`config.mk`:
```
export PLATFORM = sky130hd
export DESIGN_NAME = dotted_ipv4_address_parser
export DESIGN_NICKNAME = d
export VERILOG_FILES = /design/src/dipa_pkg.sv /design/src/dotted_ipv4_address_parser.sv /design/src/dipa_fifo.sv /design/src/dipa_front.sv /design/src/dipa_back.sv
export SDC_FILE = /design/constraint.sdc
export NUM_CORES = 1
export LEC_CHECK = 0
export BUFFER_PORTS_ARGS = -buffer_cell sky130_fd_sc_hd__buf_4
export CELL_PAD_IN_SITES_DETAIL_PLACEMENT = 0
export CELL_PAD_IN_SITES_GLOBAL_PLACEMENT = 2
export CORE_ASPECT_RATIO = 2
export CORE_UTILIZATION = 40
export CTS_BUF_LIST = sky130_fd_sc_hd__clkbuf_16
export CTS_CLUSTER_SIZE = 8
export DETAILED_ROUTE_END_ITERATION = 16
export PLACE_DENSITY = 0.83
export SYNTH_ARGS = -nofsm -noshare
export SYNTH_HDL_FRONTEND = slang
export SYNTH_SLANG_ARGS = --single-unit
export TNS_END_PERCENT = 100
```
`constraint.sdc`:
```
create_clock -name clk -period 4.41 [get_ports clk]
set_input_delay 0.441 -clock clk [delete_from_list [all_inputs] [get_ports clk]]
set_output_delay 0.441 -clock clk [all_outputs]
set_load 0.03 [all_outputs]
```
`src/dipa_pkg.sv`:
```
// Shared types, constants and the character classifier of the IPv4 text parser.
package dipa_pkg;

  localparam int QUEUE_DEPTH  = 2;
  localparam int RESULT_DEPTH = 2;

  localparam logic [7:0] CHAR_NUL   = 8'h00;
  localparam logic [7:0] CHAR_DOT   = 8'h2e;
  localparam logic [7:0] CHAR_SPACE = 8'h20;
  localparam logic [7:0] CHAR_TAB   = 8'h09;
  localparam logic [7:0] CHAR_CR    = 8'h0d;
  localparam logic [7:0] CHAR_ZERO  = 8'h30;
  localparam logic [7:0] CHAR_NINE  = 8'h39;
  localparam logic [7:0] CHAR_LO_A  = 8'h61;
  localparam logic [7:0] CHAR_LO_F  = 8'h66;
  localparam logic [7:0] CHAR_UP_A  = 8'h41;
  localparam logic [7:0] CHAR_UP_F  = 8'h46;
  localparam logic [7:0] CHAR_LO_X  = 8'h78;
  localparam logic [7:0] CHAR_UP_X  = 8'h58;

  typedef struct packed {
    logic       is_nul;
    logic       is_dec;
    logic       is_hex;
    logic       is_x;
    logic       is_dot;
    logic       is_space;
    logic       is_zero;
    logic [3:0] digit;
  } char_class_t;

  typedef struct packed {
    logic        ok;
    logic [31:0] address;
    logic [2:0]  part_count;
  } result_t;

  function automatic char_class_t classify(input logic [7:0] c);
    char_class_t k;
    logic        lo_hex;
    logic        up_hex;
    lo_hex     = (c >= CHAR_LO_A) && (c <= CHAR_LO_F);
    up_hex     = (c >= CHAR_UP_A) && (c <= CHAR_UP_F);
    k.is_nul   = (c == CHAR_NUL);
    k.is_dec   = (c >= CHAR_ZERO) && (c <= CHAR_NINE);
    k.is_hex   = k.is_dec || lo_hex || up_hex;
    k.is_x     = (c == CHAR_LO_X) || (c == CHAR_UP_X);
    k.is_dot   = (c == CHAR_DOT);
    k.is_space = (c == CHAR_SPACE) || ((c >= CHAR_TAB) && (c <= CHAR_CR));
    k.is_zero  = (c == CHAR_ZERO);
    // Letters a-f and A-F carry their value minus nine in the low nibble.
    k.digit    = k.is_dec ? c[3:0] : c[3:0] + 4'd9;
    return k;
  endfunction

endpackage

```
`src/dotted_ipv4_address_parser.sv`:
```
// Top level of the dotted IPv4 address text parser.
//
//   Channel   Beat                 Handshake           Fields
//   input     one character        push / full         char_code
//   result    one parsed address   empty / pop         address_ok, address, part_count
//
// One character is taken every cycle while no NUL waits for room in the result
// queue; the parser updates its state with one shift-add per character. A pushed
// NUL passes through the character queue into the result queue for popping.
// Reset (rst, synchronous) empties both queues and returns the parser to the start
// of a string. A stalled result side stops only NUL beats in the parser; characters
// ahead of such a NUL keep flowing, and those behind it fill the character queue.
module dotted_ipv4_address_parser #(
  parameter int QUEUE_DEPTH  = dipa_pkg::QUEUE_DEPTH,
  parameter int RESULT_DEPTH = dipa_pkg::RESULT_DEPTH
) (
  input  logic        clk,
  input  logic        rst,
  input  logic [7:0]  char_code,
  input  logic        push,
  output logic        full,
  output logic        address_ok,
  output logic [31:0] address,
  output logic [2:0]  part_count,
  output logic        empty,
  input  logic        pop
);

  logic                  head_valid;
  logic                  head_take;
  dipa_pkg::char_class_t head_class;
  dipa_pkg::result_t     result;

  dipa_front #(
    .QUEUE_DEPTH (QUEUE_DEPTH)
  ) u_front (
    .clk        (clk),
    .rst        (rst),
    .char_code  (char_code),
    .push       (push),
    .full       (full),
    .head_valid (head_valid),
    .head_class (head_class),
    .head_take  (head_take)
  );

  dipa_back #(
    .RESULT_DEPTH (RESULT_DEPTH)
  ) u_back (
    .clk          (clk),
    .rst          (rst),
    .head_valid   (head_valid),
    .head_class   (head_class),
    .head_take    (head_take),
    .result       (result),
    .result_empty (empty),
    .result_pop   (pop)
  );

  assign address_ok = result.ok;
  assign address    = result.address;
  assign part_count = result.part_count;

endmodule

```
`src/dipa_fifo.sv`:
```
// Small first-word-fall-through queue used between the parser stages.
module dipa_fifo #(
  parameter type item_t = logic,
  parameter int  DEPTH  = 2
) (
  input  logic  clk,
  input  logic  rst,
  input  logic  push,
  input  item_t wdata,
  output logic  full,
  input  logic  pop,
  output item_t rdata,
  output logic  empty
);

  localparam int PTR_W = (DEPTH > 1) ? $clog2(DEPTH) : 1;
  localparam int CNT_W = $clog2(DEPTH + 1);

  item_t             mem [DEPTH];
  logic [PTR_W-1:0]  wr_ptr;
  logic [PTR_W-1:0]  rd_ptr;
  logic [CNT_W-1:0]  count;
  logic              do_push;
  logic              do_pop;

  assign full    = (count == CNT_W'(DEPTH));
  assign empty   = (count == '0);
  assign do_push = push && !full;
  assign do_pop  = pop && !empty;
  assign rdata   = mem[rd_ptr];

  always_ff @(posedge clk) begin
    if (do_push) begin
      mem[wr_ptr] <= wdata;
    end
  end

  always_ff @(posedge clk) begin
    if (rst) begin
      wr_ptr <= '0;
      rd_ptr <= '0;
      count  <= '0;
    end else begin
      if (do_push) begin
        wr_ptr <= (wr_ptr == PTR_W'(DEPTH - 1)) ? '0 : wr_ptr + 1'b1;
      end
      if (do_pop) begin
        rd_ptr <= (rd_ptr == PTR_W'(DEPTH - 1)) ? '0 : rd_ptr + 1'b1;
      end
      if (do_push && !do_pop) begin
        count <= count + 1'b1;
      end else if (do_pop && !do_push) begin
        count <= count - 1'b1;
      end
    end
  end

endmodule

```
`src/dipa_front.sv`:
```
// Front stage: classifies each incoming character and queues it for the parser.
module dipa_front #(
  parameter int QUEUE_DEPTH = dipa_pkg::QUEUE_DEPTH
) (
  input  logic                  clk,
  input  logic                  rst,
  input  logic [7:0]            char_code,
  input  logic                  push,
  output logic                  full,
  output logic                  head_valid,
  output dipa_pkg::char_class_t head_class,
  input  logic                  head_take
);

  dipa_pkg::char_class_t in_class;
  logic                  queue_empty;

  assign in_class   = dipa_pkg::classify(char_code);
  assign head_valid = !queue_empty;

  dipa_fifo #(
    .item_t (dipa_pkg::char_class_t),
    .DEPTH  (QUEUE_DEPTH)
  ) u_class_queue (
    .clk   (clk),
    .rst   (rst),
    .push  (push),
    .wdata (in_class),
    .full  (full),
    .pop   (head_take),
    .rdata (head_class),
    .empty (queue_empty)
  );

endmodule

```
`src/dipa_back.sv`:
```
// Back stage: the parse state machine and the result queue.
module dipa_back #(
  parameter int RESULT_DEPTH = dipa_pkg::RESULT_DEPTH
) (
  input  logic                  clk,
  input  logic                  rst,
  input  logic                  head_valid,
  input  dipa_pkg::char_class_t head_class,
  output logic                  head_take,
  output dipa_pkg::result_t     result,
  output logic                  result_empty,
  input  logic                  result_pop
);

  localparam logic [2:0] PH_START      = 3'd0;
  localparam logic [2:0] PH_AFTER_ZERO = 3'd1;
  localparam logic [2:0] PH_DIGITS     = 3'd2;
  localparam logic [2:0] PH_TRAILING   = 3'd3;
  localparam logic [2:0] PH_FAILED     = 3'd4;

  localparam logic [1:0] RADIX_DEC = 2'd0;
  localparam logic [1:0] RADIX_OCT = 2'd1;
  localparam logic [1:0] RADIX_HEX = 2'd2;

  logic [2:0]        phase;
  logic [2:0]        phase_next;
  logic [1:0]        radix;
  logic [1:0]        radix_next;
  logic [31:0]       current_value;
  logic [31:0]       current_value_next;
  logic [31:0]       parts [3];
  logic [31:0]       parts_next [3];
  logic [1:0]        parts_stored;
  logic [1:0]        parts_stored_next;

  logic              result_full;
  logic [31:0]       digit_ext;
  logic [31:0]       stepped_value;
  logic              digit_ok;
  logic              run_digit;
  dipa_pkg::result_t done;
  logic              phase_ok;
  logic              range_ok;
  logic [31:0]       merged;

  // A terminating NUL needs room in the result queue; other beats never stall.
  assign head_take = head_valid && (!head_class.is_nul || !result_full);

  assign digit_ext = {28'd0, head_class.digit};
  assign digit_ok  = (radix == RADIX_HEX) ? head_class.is_hex : head_class.is_dec;

  always_comb begin
    case (radix)
      RADIX_HEX: stepped_value = {current_value[27:0], head_class.digit};
      RADIX_OCT: stepped_value = {current_value[28:0], 3'b000} + digit_ext;
      default:   stepped_value = {current_value[28:0], 3'b000}
                               + {current_value[30:0], 1'b0} + digit_ext;
    endcase
  end

  // Assemble the result that a NUL would deliver in the current state.
  always_comb begin
    phase_ok = (phase == PH_AFTER_ZERO) || (phase == PH_DIGITS) || (phase == PH_TRAILING);
    case (parts_stored)
      2'd0: begin
        range_ok = 1'b1;
        merged   = current_value;
      end
      2'd1: begin
        range_ok = (current_value[31:24] == '0);
        merged   = current_value | {parts[0][7:0], 24'd0};
      end
      2'd2: begin
        range_ok = (current_value[31:16] == '0);
        merged   = current_value | {parts[0][7:0], 24'd0} | {parts[1][15:0], 16'd0};
      end
      default: begin
        range_ok = (current_value[31:8] == '0);
        merged   = current_value | {parts[0][7:0], 24'd0} | {parts[1][15:0], 16'd0}
                 | {parts[2][23:0], 8'd0};
      end
    endcase
    done.ok         = phase_ok && range_ok;
    done.address    = done.ok ? merged : 32'd0;
    done.part_count = done.ok ? {1'b0, parts_stored} + 3'd1 : 3'd0;
  end

  always_comb begin
    phase_next         = phase;
    radix_next         = radix;
    current_value_next = current_value;
    parts_next         = parts;
    parts_stored_next  = parts_stored;
    run_digit          = 1'b0;

    if (head_take) begin
      if (head_class.is_nul) begin
        phase_next         = PH_START;
        radix_next         = RADIX_DEC;
        current_value_next = '0;
        parts_stored_next  = '0;
        for (int i = 0; i < 3; i++) begin
          parts_next[i] = '0;
        end
      end else begin
        case (phase)
          PH_START: begin
            if (!head_class.is_dec) begin
              phase_next = PH_FAILED;
            end else if (head_class.is_zero) begin
              current_value_next = '0;
              radix_next         = RADIX_OCT;
              phase_next         = PH_AFTER_ZERO;
            end else begin
              current_value_next = digit_ext;
              radix_next         = RADIX_DEC;
              phase_next         = PH_DIGITS;
            end
          end
          PH_AFTER_ZERO: begin
            if (head_class.is_x) begin
              radix_next = RADIX_HEX;
              phase_next = PH_DIGITS;
            end else begin
              run_digit = 1'b1;
            end
          end
          PH_DIGITS: begin
            run_digit = 1'b1;
          end
          PH_TRAILING: begin
            phase_next = PH_TRAILING;
          end
          default: begin
            phase_next = PH_FAILED;
          end
        endcase

        if (run_digit) begin
          if (digit_ok) begin
            current_value_next = stepped_value;
            phase_next         = PH_DIGITS;
          end else if (head_class.is_dot) begin
            if (parts_stored == 2'd3) begin
              phase_next = PH_FAILED;
            end else begin
              parts_next[parts_stored] = current_value;
              parts_stored_next        = parts_stored + 2'd1;
              current_value_next       = '0;
              radix_next               = RADIX_DEC;
              phase_next               = PH_START;
            end
          end else if (head_class.is_space) begin
            phase_next = PH_TRAILING;
          end else begin
            phase_next = PH_FAILED;
          end
        end
      end
    end
  end

  always_ff @(posedge clk) begin
    if (rst) begin
      phase         <= PH_START;
      radix         <= RADIX_DEC;
      current_value <= '0;
      parts_stored  <= '0;
      for (int i = 0; i < 3; i++) begin
        parts[i] <= '0;
      end
    end else begin
      phase         <= phase_next;
      radix         <= radix_next;
      current_value <= current_value_next;
      parts_stored  <= parts_stored_next;
      parts         <= parts_next;
    end
  end

  dipa_fifo #(
    .item_t (dipa_pkg::result_t),
    .DEPTH  (RESULT_DEPTH)
  ) u_result_queue (
    .clk   (clk),
    .rst   (rst),
    .push  (head_take && head_class.is_nul),
    .wdata (done),
    .full  (result_full),
    .pop   (result_pop),
    .rdata (result),
    .empty (result_empty)
  );

endmodule

```
==> metrics.md, run 1 <==
| Metric | Value |
|---|---|
| Post-synthesis cell count | `1159` |
| I/O pins | `50` |
| Clock sink count | `approximately 190` |
| Launch point of the worst path | `u_back.current_value[0]` |
| Global placement routability congestion | `0.845` |
| Number of remaining DRC errors | `0` |
| Unrepaired setup endpoints after global routing | `false` |
| HPWL after detailed placement | `23700 um` |
| Endpoint of the worst register-to-register path | `u_back.current_value[28]` |
| Crit path max-delay cell type | `sky130_fd_sc_hd__fa_1` |
| Number of buffers inserted by hold repair at cts | `0` |
| Slew @ Worst Pin | `1.02 ns` |
| Post-route design area | `around 12000 um^2` |
| Final hold slack | `~0.34 ns` |
| Number of iterations in the first detailed-routing pass | `6` |
| Number of global-route vias before repair | `8930` |
| Die width | `120 um` |
| Internal Pwr Total | `3430 uW` |
| Kind of launch point of the worst setup path | `flop` |
| Area share of the leading cell type in the synthesized netlist | `25.5%` |
| Chip Height | `237 um` |
| Worst path depth | `12` |
| NetSw | `1960 uW` |
| Critical path class | `reg2reg` |
| Relative contribution of the clock network to total power | `roughly 28%` |
| Post-Place Cell Area | `~12000 um^2` |
| Combined global-route utilization of all metal layers | `22.9%` |
| Filler cell count in the final layout | `2691` |
| Number of nets with antenna violations after detailed routing | `0` |
| Bufs and invs on worst path | `2` |
| Number of buffers added on ports | `49` |
| Total power divided by cell area | `435 nW/um^2` |
| Cells taking the most area after synthesis | `sky130_fd_sc_hd__edfxtp_1 (25%), sky130_fd_sc_hd__dfxtp_1 (18%), sky130_fd_sc_hd__ha_1 (8.1%)` |
| Max-slew violations | `0` |
| Post-CTS Setup Inserts | `0` |
| Leading post-synthesis cells by instance count | `sky130_fd_sc_hd__nor2_1 (163), sky130_fd_sc_hd__dfxtp_1 (97), sky130_fd_sc_hd__edfxtp_1 (94)` |
| Post-synthesis cell type count | `between 70 and 80` |
| Clk Latency, worst-skew pair | `0.45 ns` |
| Commonest register cell after synthesis | `sky130_fd_sc_hd__dfxtp_1` |
| Number of buffers created by CTS | `17` |
| Post-layout min period | `3.87 ns` |
| Grt total ovfl | `0` |
| Longest individual stage delay on the worst path | `around 0.56 ns` |
| Type of the tightest min-delay check | `in2reg` |
| Clock tree skew after final layout | `around 0.0096 ns` |
| Final net count | `roughly 1300` |
| Area of the die | `28400 um^2` |
| Cell taking the most area after synthesis | `sky130_fd_sc_hd__edfxtp_1` |
| Site row count | `85` |
| Post-Syn Area | `11100 um^2` |
| Gates resized, CTS repair | `0` |
| Req. time, crit path | `4.76 ns` |
| Switching share of power | `36.4%` |
| Leading cell type by number of instances after synthesis | `sky130_fd_sc_hd__nor2_1` |
| Initial antenna violation count | `0` |
| Post-synth EDFFs | `94` |
| Maximum root-to-sink buffer count | `2` |
| Routed wire length per instance | `20.5 um` |
| Dominant delay contributor by cell family on the critical path | `compound AO/OA/AOI/OAI gates` |
| Crit path arrival time | `4.21 ns` |
| Post-synthesis async set-or-reset flop share | `0%` |
| Outcome | `complete, no violations` |
| Max rail drop VDD | `between 0.2 and 0.3 mV` |
| Largest net degree at the start of global routing | `61` |
| Final setup vio count | `0` |
| Max_slew headroom | `around a third` |
| Sort of element at the end of the critical path | `flop` |
| Maximum clock frequency | `about 260 MHz` |
| Via density per instance | `between 5 and 6` |
| R2R depth | `12` |
| Max Cap Viol | `0` |
| Core Footprint | `about 27000 um^2` |
| CTS tree | `done` |
| Number of H-tree branching levels | `4` |
| Comb pwr share | `32.2%` |
| Sequential element share of the synthesized area | `43.0%` |
| Reg-to-reg slack, setup | `~0.54 ns` |
| Critical path cell sequence | `inv_1 -> fa_1 -> inv_1 -> fa_1 -> a21oi_1 -> o22ai_1 -> o41ai_4 -> a2bb2oi_2 -> o221ai_2 -> a221oi_2 -> xnor2_1 -> a221o_1` |
| Clock slew at the register clock pins of the worst setup and hold paths | `0.08 ns` |
| Crit path to | `u_back.current_value[28]` |
| Part of the cycle the worst path needs | `87.7%` |
| Wire length of the first global-routing pass | `around 50000 um` |
| Final hold violation count | `0` |
| Maximum fanout count along the critical path | `8` |
| Setup_tns | `0 ns` |
| Leak pwr | `0.00472 uW` |
| Starting density of the core | `slightly above 40%` |
| Cell at the root of the clock tree | `sky130_fd_sc_hd__clkbuf_16` |
| Share of total power in sequential cells | `between 40% and 50%` |
| Vias after detailed routing | `9034` |
| Total wire length | `31700 um` |
| Post-Syn Nets | `1245` |
| Relative area change from synthesis to final layout | `11.7%` |
| FF+latch count, synth | `191` |
| Initial drt markers | `~540` |
| Start of the worst register-to-register path | `u_back.current_value[0]` |
| Layout cell share with drive strength beyond 1 | `15.4%` |
| Syn. warnings | `0` |
| Per-instance average area after synthesis | `between 9 and 10 um^2` |
logic make-up (layout without fill, tap and decap cells):
kind of cell | Yosys count | in the layout | synth area share [%]
other | 0 | 1 | 0
flip-flops | 191 | 191 | 43.0
AO/OA/AOI/OAI | 319 | 319 | 19.9
AND/OR/NAND/NOR | 361 | 361 | 15.4
XOR/XNOR | 48 | 48 | 3.79
adder cells (fa/ha/maj) | 74 | 74 | 8.48
buffers and inverters | 117 | 156 | 4.43
multiplexers | 49 | 49 | 5.01
worst register-to-register path: cells and delay by family (launching register included):
kind            cells  cell delay (ns)
fa+ha+maj           2             1.03
xor+xnor            1             0.11
buf+inv             2             0.22
flops               1             0.50
compound gates      7             1.89
stage by stage:
stage | power, uW | std cells | worst slack (ns) | utilization [%]
after floorplan | 3390 | 1159 | 0.822 | -
after global placement | 3950 | 1514 | 0.619 | 43.6
after detailed placement | 3970 | 1514 | 0.547 | 43.6
after CTS | 5440 | 1546 | 0.519 | 45.7
after global routing | 5650 | 1546 | 0.260 | 45.7
final | 5390 | 1547 | 0.544 | 45.7
layer usage:
layer | track usage, % | vias up | wire [um]
met5 | 0 | - | 0
li1 | - | 4354 | -
met1 | 24.8 | 4421 | 12200
met3 | 3.55 | 51 | 884
met4 | 10.6 | 0 | 1160
met2 | 42.8 | 208 | 17500
sequential cells by signal, summed over array words and instances (netlist names), named ones only:
register and count:
u_front.u_class_queue.mem 22, u_back.u_result_queue.mem 72, u_back.radix 2, u_front.u_class_queue.wr_ptr 1
u_back.current_value 32, u_back.parts_stored 2, u_front.u_class_queue.count 2, u_back.phase 3
u_back.u_result_queue.count 2, u_front.u_class_queue.rd_ptr 1, u_back.u_result_queue.rd_ptr 1, u_back.u_result_queue.wr_ptr 1
u_back.parts 48
layout make-up:
class | count | area (um^2) | share of cell area, %
Multi-Input combinational cell | 851 | 5840 | 47.2
Antenna cell | 1 | 2.50 | 0.0202
Timing Repair Buffer | 86 | 646 | 5.21
Tap cell | 348 | 435 | 3.52
Sequential cell | 191 | 4760 | 38.5
Clock inverter | 15 | 128 | 1.03
Inverter | 38 | 143 | 1.15
Clock buffer | 17 | 425 | 3.43
power groups by stage:
| stage | Combinational (uW) | Sequential, uW | Clock [uW] |
|---|---|---|---|
| floorplan | 1200 | 2190 | 0 |
| global placement | 1750 | 2200 | 0 |
| detailed placement | 1750 | 2220 | 0 |
| CTS | 1760 | 2170 | 1510 |
| global route | 1870 | 2190 | 1580 |
| finish | 1730 | 2170 | 1480 |
cells in the final DEF, fill, tap and decap left out, types with 5 or more instances in the layout:
master	instances
sky130_fd_sc_hd__and4_1	5
sky130_fd_sc_hd__edfxtp_1	94
sky130_fd_sc_hd__a211oi_1	17
sky130_fd_sc_hd__nand4_1	11
sky130_fd_sc_hd__clkbuf_16	17
sky130_fd_sc_hd__mux2_2	42
sky130_fd_sc_hd__a221oi_1	12
sky130_fd_sc_hd__o21bai_1	8
sky130_fd_sc_hd__a21oi_2	5
sky130_fd_sc_hd__nand2_1	63
sky130_fd_sc_hd__nor2b_1	7
sky130_fd_sc_hd__xor2_1	23
sky130_fd_sc_hd__xnor2_1	25
sky130_fd_sc_hd__nand2b_1	6
sky130_fd_sc_hd__a221o_1	7
sky130_fd_sc_hd__dfxtp_1	97
sky130_fd_sc_hd__ha_1	72
sky130_fd_sc_hd__buf_4	86
sky130_fd_sc_hd__o31ai_1	7
sky130_fd_sc_hd__nor2_1	162
sky130_fd_sc_hd__a22oi_1	56
sky130_fd_sc_hd__a32oi_1	8
sky130_fd_sc_hd__mux2i_1	6
sky130_fd_sc_hd__inv_1	37
sky130_fd_sc_hd__a31oi_1	8
sky130_fd_sc_hd__nand3_1	26
sky130_fd_sc_hd__and2_1	8
sky130_fd_sc_hd__o21ai_0	42
sky130_fd_sc_hd__o211ai_1	5
sky130_fd_sc_hd__or2_2	5
sky130_fd_sc_hd__nor4_1	6
sky130_fd_sc_hd__nor3_1	20
sky130_fd_sc_hd__a21oi_1	85
sky130_fd_sc_hd__nand3b_1	5
sky130_fd_sc_hd__or3_1	7
sky130_fd_sc_hd__and3_1	11
sky130_fd_sc_hd__o22ai_1	5
sky130_fd_sc_hd__a21o_1	11
how the worst min path moves through the flow:
stage	startpoint	end	slack, ns	depth (start not counted)
floorplan	u_back.parts[64]	u_back.parts[64]	0.46	2
global placement	u_back.parts[15]	u_back.parts[15]	0.48	2
detailed placement	u_back.parts[43]	u_back.parts[43]	0.48	2
CTS	char_code[4]	u_front.u_class_queue.mem[0][10]	0.32	2
global route	char_code[4]	u_front.u_class_queue.mem[1][10]	0.33	2
finish	char_code[4]	u_front.u_class_queue.mem[0][10]	0.34	2
No activity file was read; power rests on OpenSTA's default activity.
==> run 2: changes to the inputs <==
--- a/config.mk
+++ b/config.mk
@@ -8,7 +8,7 @@
 export BUFFER_PORTS_ARGS = -buffer_cell sky130_fd_sc_hd__buf_4
 export CELL_PAD_IN_SITES_DETAIL_PLACEMENT = 0
 export CELL_PAD_IN_SITES_GLOBAL_PLACEMENT = 2
-export CORE_ASPECT_RATIO = 2
+export CORE_ASPECT_RATIO = 1.1
 export CORE_UTILIZATION = 40
 export CTS_BUF_LIST = sky130_fd_sc_hd__clkbuf_16
 export CTS_CLUSTER_SIZE = 8
==> constraint.sdc (replaced) <==
create_clock -name clk -period 3.9 [get_ports clk]
set_input_delay 0.39 -clock clk [delete_from_list [all_inputs] [get_ports clk]]
set_output_delay 0.39 -clock clk [all_outputs]
set_load 0.03 [all_outputs]
==> metrics.md, run 2 (synthesis gave the netlist of run 1 again) <==
| Metric | Value |
|---|---|
| Slew @ Worst Pin | `0.955 ns` |
| Commonest non-fill, non-tap cell in the layout | `sky130_fd_sc_hd__nor2_1` |
| Clk Latency, worst-skew pair | `0.44 ns` |
| WL met3 | `1040 um` |
| Post-CTS Setup Inserts | `0` |
| Number of H-tree branching levels | `4` |
| CTS tree | `done` |
| Number of buffers added on ports | `49` |
| Endpoint of the worst register-to-register path | `u_back.current_value[28]` |
| Initial antenna violation count | `0` |
| Total power divided by cell area | `488 nW/um^2` |
| Critical path class | `reg2reg` |
| I/O pins | `50` |
| Inserted Diodes | `0` |
| Metal2 WL | `14000 um` |
| Via density per instance | `around 5.7` |
| Max Cap Viol | `0` |
| Final net count | `approximately 1300` |
| Max-slew violations | `0` |
| Site row count | `63` |
| Maximum root-to-sink buffer count | `2` |
| Top Metal Used | `met4` |
| Vias after detailed routing | `slightly below 9000` |
| Wire length of the first global-routing pass | `approximately 47000 um` |
| Chip Height | `177 um` |
| Crit path arrival time | `3.99 ns` |
| Final setup vio count | `0` |
| Sort of element at the end of the critical path | `flop` |
| Unrepaired setup endpoints after global routing | `false` |
| Number of remaining DRC errors | `0` |
| Reg-to-reg slack, setup | `around 0.25 ns` |
| Max FFs per register | `72` |
| Cell at the root of the clock tree | `sky130_fd_sc_hd__clkbuf_16` |
| Number of nets with antenna violations after detailed routing | `0` |
| Clock tree skew after final layout | `between 0.01 and 0.015 ns` |
| HPWL after detailed placement | `21400 um` |
| Routed wire length per instance | `between 15 and 20 um` |
| Most used cells in the layout excluding fill and tap cells | `sky130_fd_sc_hd__nor2_1 (162), sky130_fd_sc_hd__dfxtp_1 (97), sky130_fd_sc_hd__edfxtp_1 (94), sky130_fd_sc_hd__buf_4 (91), sky130_fd_sc_hd__a21oi_1 (85)` |
| Number of global-route vias before repair | `8477` |
| Number of buffers created by CTS | `17` |
| Post-layout min period | `approximately 3.7 ns` |
| Global placement routability congestion | `0.823` |
| Total wire length | `29600 um` |
| Relative area change from synthesis to final layout | `12.4%` |
| Grt total ovfl | `0` |
| Setup_tns | `0 ns` |
| Clock sink count | `191` |
| Starting density of the core | `40.9%` |
| Die width | `161 um` |
| Outcome | `complete, no violations` |
| Type of the tightest min-delay check | `in2reg` |
| Area of the die | `roughly 28000 um^2` |
| Part of the cycle the worst path needs | `93.7%` |
| R2R depth | `12` |
| Number of buffers inserted by hold repair at cts | `0` |
| Leak pwr | `between 0.004 and 0.005 uW` |
| Initial drt markers | `~480` |
| Req. time, crit path | `between 4 and 5 ns` |
| Util after Layout | `46.0%` |
| Largest register by flop count | `u_back.u_result_queue.mem` |
| Max rail drop VDD | `around 0.32 mV` |
| Layout cell share with drive strength beyond 1 | `15.7%` |
| Core Footprint | `around 27000 um^2` |
| Total routed wire length on the met1 layer | `14100 um` |
| Clock slew at the register clock pins of the worst setup and hold paths | `0.08 ns` |
| Gates resized, CTS repair | `0` |
| Largest net degree at the start of global routing | `just under 80` |
| Crit path to | `u_back.current_value[28]` |
| Final hold slack | `0.234 ns` |
| Maximum fanout count along the critical path | `4` |
| Number of iterations in the first detailed-routing pass | `5` |
| Combined global-route utilization of all metal layers | `21.1%` |
| Maximum clock frequency | `274 MHz` |
| Final hold violation count | `0` |
| Largest regs | `u_back.u_result_queue.mem: 72 flops, u_back.parts: 48 flops, u_back.current_value: 32 flops` |
| Kind of launch point of the worst setup path | `flop` |
| Max_slew headroom | `36.1%` |
run 2: cell count changes in the layout (fill, tap and decap cells not counted), moves of 2 or more:
cell | before | now
sky130_fd_sc_hd__buf_4 | 86 | 91
sky130_fd_sc_hd__clkinv_2 | 3 | 1
sky130_fd_sc_hd__clkinvlp_4 | 0 | 4
sky130_fd_sc_hd__inv_2 | 2 | 0
sky130_fd_sc_hd__inv_8 | 4 | 2
run 2: final cells by class:
type	instances	area, um^2
Fill cell	2634	14600
Multi-Input combinational cell	851	5850
Sequential cell	191	4760
Timing Repair Buffer	92	703
Tap cell	357	447
Clock buffer	17	425
Inverter	38	143
Clock inverter	14	135
run 2: power breakdown:
group / switching (uW) / total [uW] / leakage (uW) / internal, uW
logic: 1250 / 1950 / 0.00282 / 694
registers: 105 / 2460 / 0.00166 / 2350
clock network: 786 / 1670 / 0.000267 / 889
total: 2140 / 6080 / 0.00475 / 3940
run 2: stage by stage:
stage          area (um^2)  setup slack (ns)  power, uW  cells
6_report             12500             0.247       6080   1560
5_1_grt              12500            0.0493       6370   1560
4_1_cts              12500             0.188       6140   1560
3_5_place_dp         11900             0.208       4470   1529
3_3_place_gp         11900             0.303       4450   1529
2_1_floorplan        11100             0.312       3830   1159
run 2: worst max-delay path: stages (launching register included):
cell,delay [ns]
sky130_fd_sc_hd__dfxtp_1,0.42
sky130_fd_sc_hd__mux2_2,0.38
sky130_fd_sc_hd__ha_1,0.28
sky130_fd_sc_hd__ha_1,0.23
sky130_fd_sc_hd__fa_1,0.41
sky130_fd_sc_hd__a21oi_1,0.21
sky130_fd_sc_hd__o22ai_1,0.16
sky130_fd_sc_hd__o41ai_4,0.32
sky130_fd_sc_hd__a2bb2oi_4,0.25
sky130_fd_sc_hd__o221ai_2,0.17
sky130_fd_sc_hd__a221oi_2,0.28
sky130_fd_sc_hd__xnor2_1,0.10
sky130_fd_sc_hd__a221o_1,0.34
run 2: worst min path at each step:
| stage | startpoint | depth (start not counted) | slack [ns] | to |
|---|---|---|---|---|
| finish | rst | 2 | 0.23 | u_back.current_value[27] |
| detailed placement | u_back.parts[2] | 2 | 0.48 | u_back.parts[2] |
| floorplan | u_back.parts[64] | 2 | 0.46 | u_back.parts[64] |
| global route | rst | 2 | 0.23 | u_back.current_value[27] |
| global placement | u_back.parts[71] | 2 | 0.48 | u_back.parts[71] |
| CTS | rst | 2 | 0.22 | u_back.current_value[27] |
run 2: per-layer routing:
| layer | vias up | GRT usage, % |
|---|---|---|
| li1 | 4348 | - |
| met1 | 4285 | 29.4 |
| met2 | 166 | 34.5 |
| met3 | 23 | 2.93 |
| met4 | 0 | 5.31 |
| met5 | - | 0 |
==> run 3: changes to the inputs <==
--- a/config.mk
+++ b/config.mk
@@ -10,7 +10,6 @@
 export CELL_PAD_IN_SITES_GLOBAL_PLACEMENT = 2
 export CORE_ASPECT_RATIO = 1.1
 export CORE_UTILIZATION = 40
-export CTS_BUF_LIST = sky130_fd_sc_hd__clkbuf_16
 export CTS_CLUSTER_SIZE = 8
 export DETAILED_ROUTE_END_ITERATION = 16
 export PLACE_DENSITY = 0.83
==> metrics.md, run 3 (synthesis gave the netlist of run 1 again) <==
| Metric | Value |
|---|---|
| Number of nets with antenna violations after detailed routing | `0` |
| Worst min-delay path endpoint | `u_back.current_value[27]` |
| Vias after detailed routing | `8848` |
| Relative contribution of the clock network to total power | `27.6%` |
| Clock slew at the register clock pins of the worst setup and hold paths | `0.08 ns` |
| Total wire length | `29700 um` |
| Max rail drop VDD | `0.325 mV` |
| Maximum fanout count along the critical path | `4` |
| Part of the cycle the worst path needs | `93.7%` |
| Site row count | `63` |
| Commonest non-fill, non-tap cell in the layout | `sky130_fd_sc_hd__nor2_1` |
| Cell at the root of the clock tree | `sky130_fd_sc_hd__clkbuf_16` |
| Initial drt markers | `452` |
| Comb pwr share | `32.0%` |
| Post-layout min period | `~3.7 ns` |
| Final hold slack | `0.236 ns` |
| Post-CTS Setup Inserts | `0` |
| Switching share of power | `35.3%` |
| Core Footprint | `about 27000 um^2` |
| Chip Height | `177 um` |
| Combined global-route utilization of all metal layers | `a little over a fifth` |
| Final setup vio count | `0` |
| Layout cell share with drive strength beyond 1 | `15.7%` |
| Maximum clock frequency | `274 MHz` |
| Sort of element at the end of the critical path | `flop` |
| Leak pwr | `0.00474 uW` |
| Most used cells in the layout excluding fill and tap cells | `sky130_fd_sc_hd__nor2_1 (162), sky130_fd_sc_hd__dfxtp_1 (97), sky130_fd_sc_hd__edfxtp_1 (94), sky130_fd_sc_hd__buf_4 (91), sky130_fd_sc_hd__a21oi_1 (85)` |
| HPWL after detailed placement | `21400 um` |
| R2R depth | `12` |
| Max_slew headroom | `36.1%` |
| Clock sink count | `191` |
| Number of buffers added on ports | `a little under 50` |
| Final worst-path setup slack | `0.247 ns` |
| Share of total power in sequential cells | `40.4%` |
| NetSw | `about 2100 uW` |
| Die width | `approximately 160 um` |
| Number of global-route vias before repair | `8478` |
| CTS tree | `done` |
| Largest register by flop count | `u_back.u_result_queue.mem` |
| Relative area change from synthesis to final layout | `12.4%` |
| Via density per instance | `5.67` |
| Maximum root-to-sink buffer count | `2` |
| Number of placed instances, taps included | `1529` |
| Number of iterations in the first detailed-routing pass | `5` |
| Number of instances on the worst hold path | `2` |
| Unrepaired setup endpoints after global routing | `false` |
| Inserted Diodes | `0` |
| Routed wire length per instance | `19.0 um` |
| Final net count | `1277` |
| Max-slew violations | `0` |
| Global placement routability congestion | `0.823` |
| Launch point of the worst hold path | `rst` |
| Clk Latency, worst-skew pair | `between 0.4 and 0.5 ns` |
| Wire length of the first global-routing pass | `47000 um` |
| Final Instance Count excl. Fillers | `around 1600` |
| Number of remaining DRC errors | `0` |
| Reg-to-reg slack, setup | `roughly 0.25 ns` |
| Max FFs per register | `72` |
| Crit path arrival time | `about 4 ns` |
| Endpoint of the worst register-to-register path | `u_back.current_value[28]` |
| Largest regs | `u_back.u_result_queue.mem: 72 flops, u_back.parts: 48 flops, u_back.current_value: 32 flops` |
| Gates resized, CTS repair | `0` |
| Slew @ Worst Pin | `between 0.9 and 1 ns` |
| Type of the tightest min-delay check | `in2reg` |
| Initial antenna violation count | `0` |
| Grt total ovfl | `0` |
| Setup_tns | `0 ns` |
| I/O pins | `50` |
| Req. time, crit path | `4.24 ns` |
| Number of H-tree branching levels | `4` |
| Placement-stage worst setup slack | `0.208 ns` |
| Max Cap Viol | `0` |
| Starting density of the core | `around two fifths` |
| Final hold violation count | `0` |
| Util after Layout | `46.0%` |
| Number of buffers created by CTS | `17` |
| Clock tree skew after final layout | `0.0128 ns` |
| Largest net degree at the start of global routing | `just under 80` |
| Critical path class | `reg2reg` |
| Area of the die | `~28000 um^2` |
| Number of buffers inserted by hold repair at cts | `0` |
| Internal Pwr Total | `3940 uW` |
| Outcome | `complete, no violations` |
| Kind of launch point of the worst setup path | `flop` |
| Total power divided by cell area | `~490 nW/um^2` |
## run 3: routing by layer
metal  share of wire, %  vias up  track usage, %
met5                  0        -               0
met4                1.4        0            5.31
met3                2.7       21            2.93
met2                 48      138            34.5
met1                 48     4343            29.4
li1                   -     4346               -
## run 3: worst max-delay path: stages (launching register included)
cell and delay [ns]:
sky130_fd_sc_hd__dfxtp_1 0.42, sky130_fd_sc_hd__mux2_2 0.38, sky130_fd_sc_hd__ha_1 0.28, sky130_fd_sc_hd__ha_1 0.23, sky130_fd_sc_hd__fa_1 0.41, sky130_fd_sc_hd__a21oi_1 0.21, sky130_fd_sc_hd__o22ai_1 0.16, sky130_fd_sc_hd__o41ai_4 0.32
sky130_fd_sc_hd__a2bb2oi_4 0.25, sky130_fd_sc_hd__o221ai_2 0.17, sky130_fd_sc_hd__a221oi_2 0.28, sky130_fd_sc_hd__xnor2_1 0.10, sky130_fd_sc_hd__a221o_1 0.34
## run 3: area by class of cell
type / instances / area (um^2)
Clock buffer: 18 / 429
Tap cell: 357 / 447
Sequential cell: 191 / 4760
Timing Repair Buffer: 92 / 703
Multi-Input combinational cell: 851 / 5850
Clock inverter: 13 / 131
Fill cell: 2634 / 14600
Inverter: 38 / 143
## run 3: how the worst max path moves through the flow
stage	slack (ns)	start	endpoint
finish	0.25	flop	u_back.current_value[28]
floorplan	0.31	flop	u_back.current_value[28]
global placement	0.30	flop	u_back.current_value[28]
detailed placement	0.21	flop	u_back.current_value[28]
CTS	0.19	flop	u_back.current_value[28]
global route	0.05	flop	u_back.current_value[28]
## run 3: power groups by stage
stage | Sequential (uW) | Clock, uW | Combinational (uW)
2_1_floorplan | 2470 | 0 | 1360
3_3_place_gp | 2490 | 0 | 1960
3_5_place_dp | 2500 | 0 | 1960
4_1_cts | 2460 | 1710 | 1970
5_1_grt | 2480 | 1780 | 2110
6_report | 2460 | 1680 | 1950
## run 3: per-stage QoR
stage	instance area, um^2	total power (uW)
after detailed placement	11900	4470
after global routing	12500	6370
after CTS	12500	6140
final	12500	6080
after global placement	11900	4450
after floorplan	11100	3830
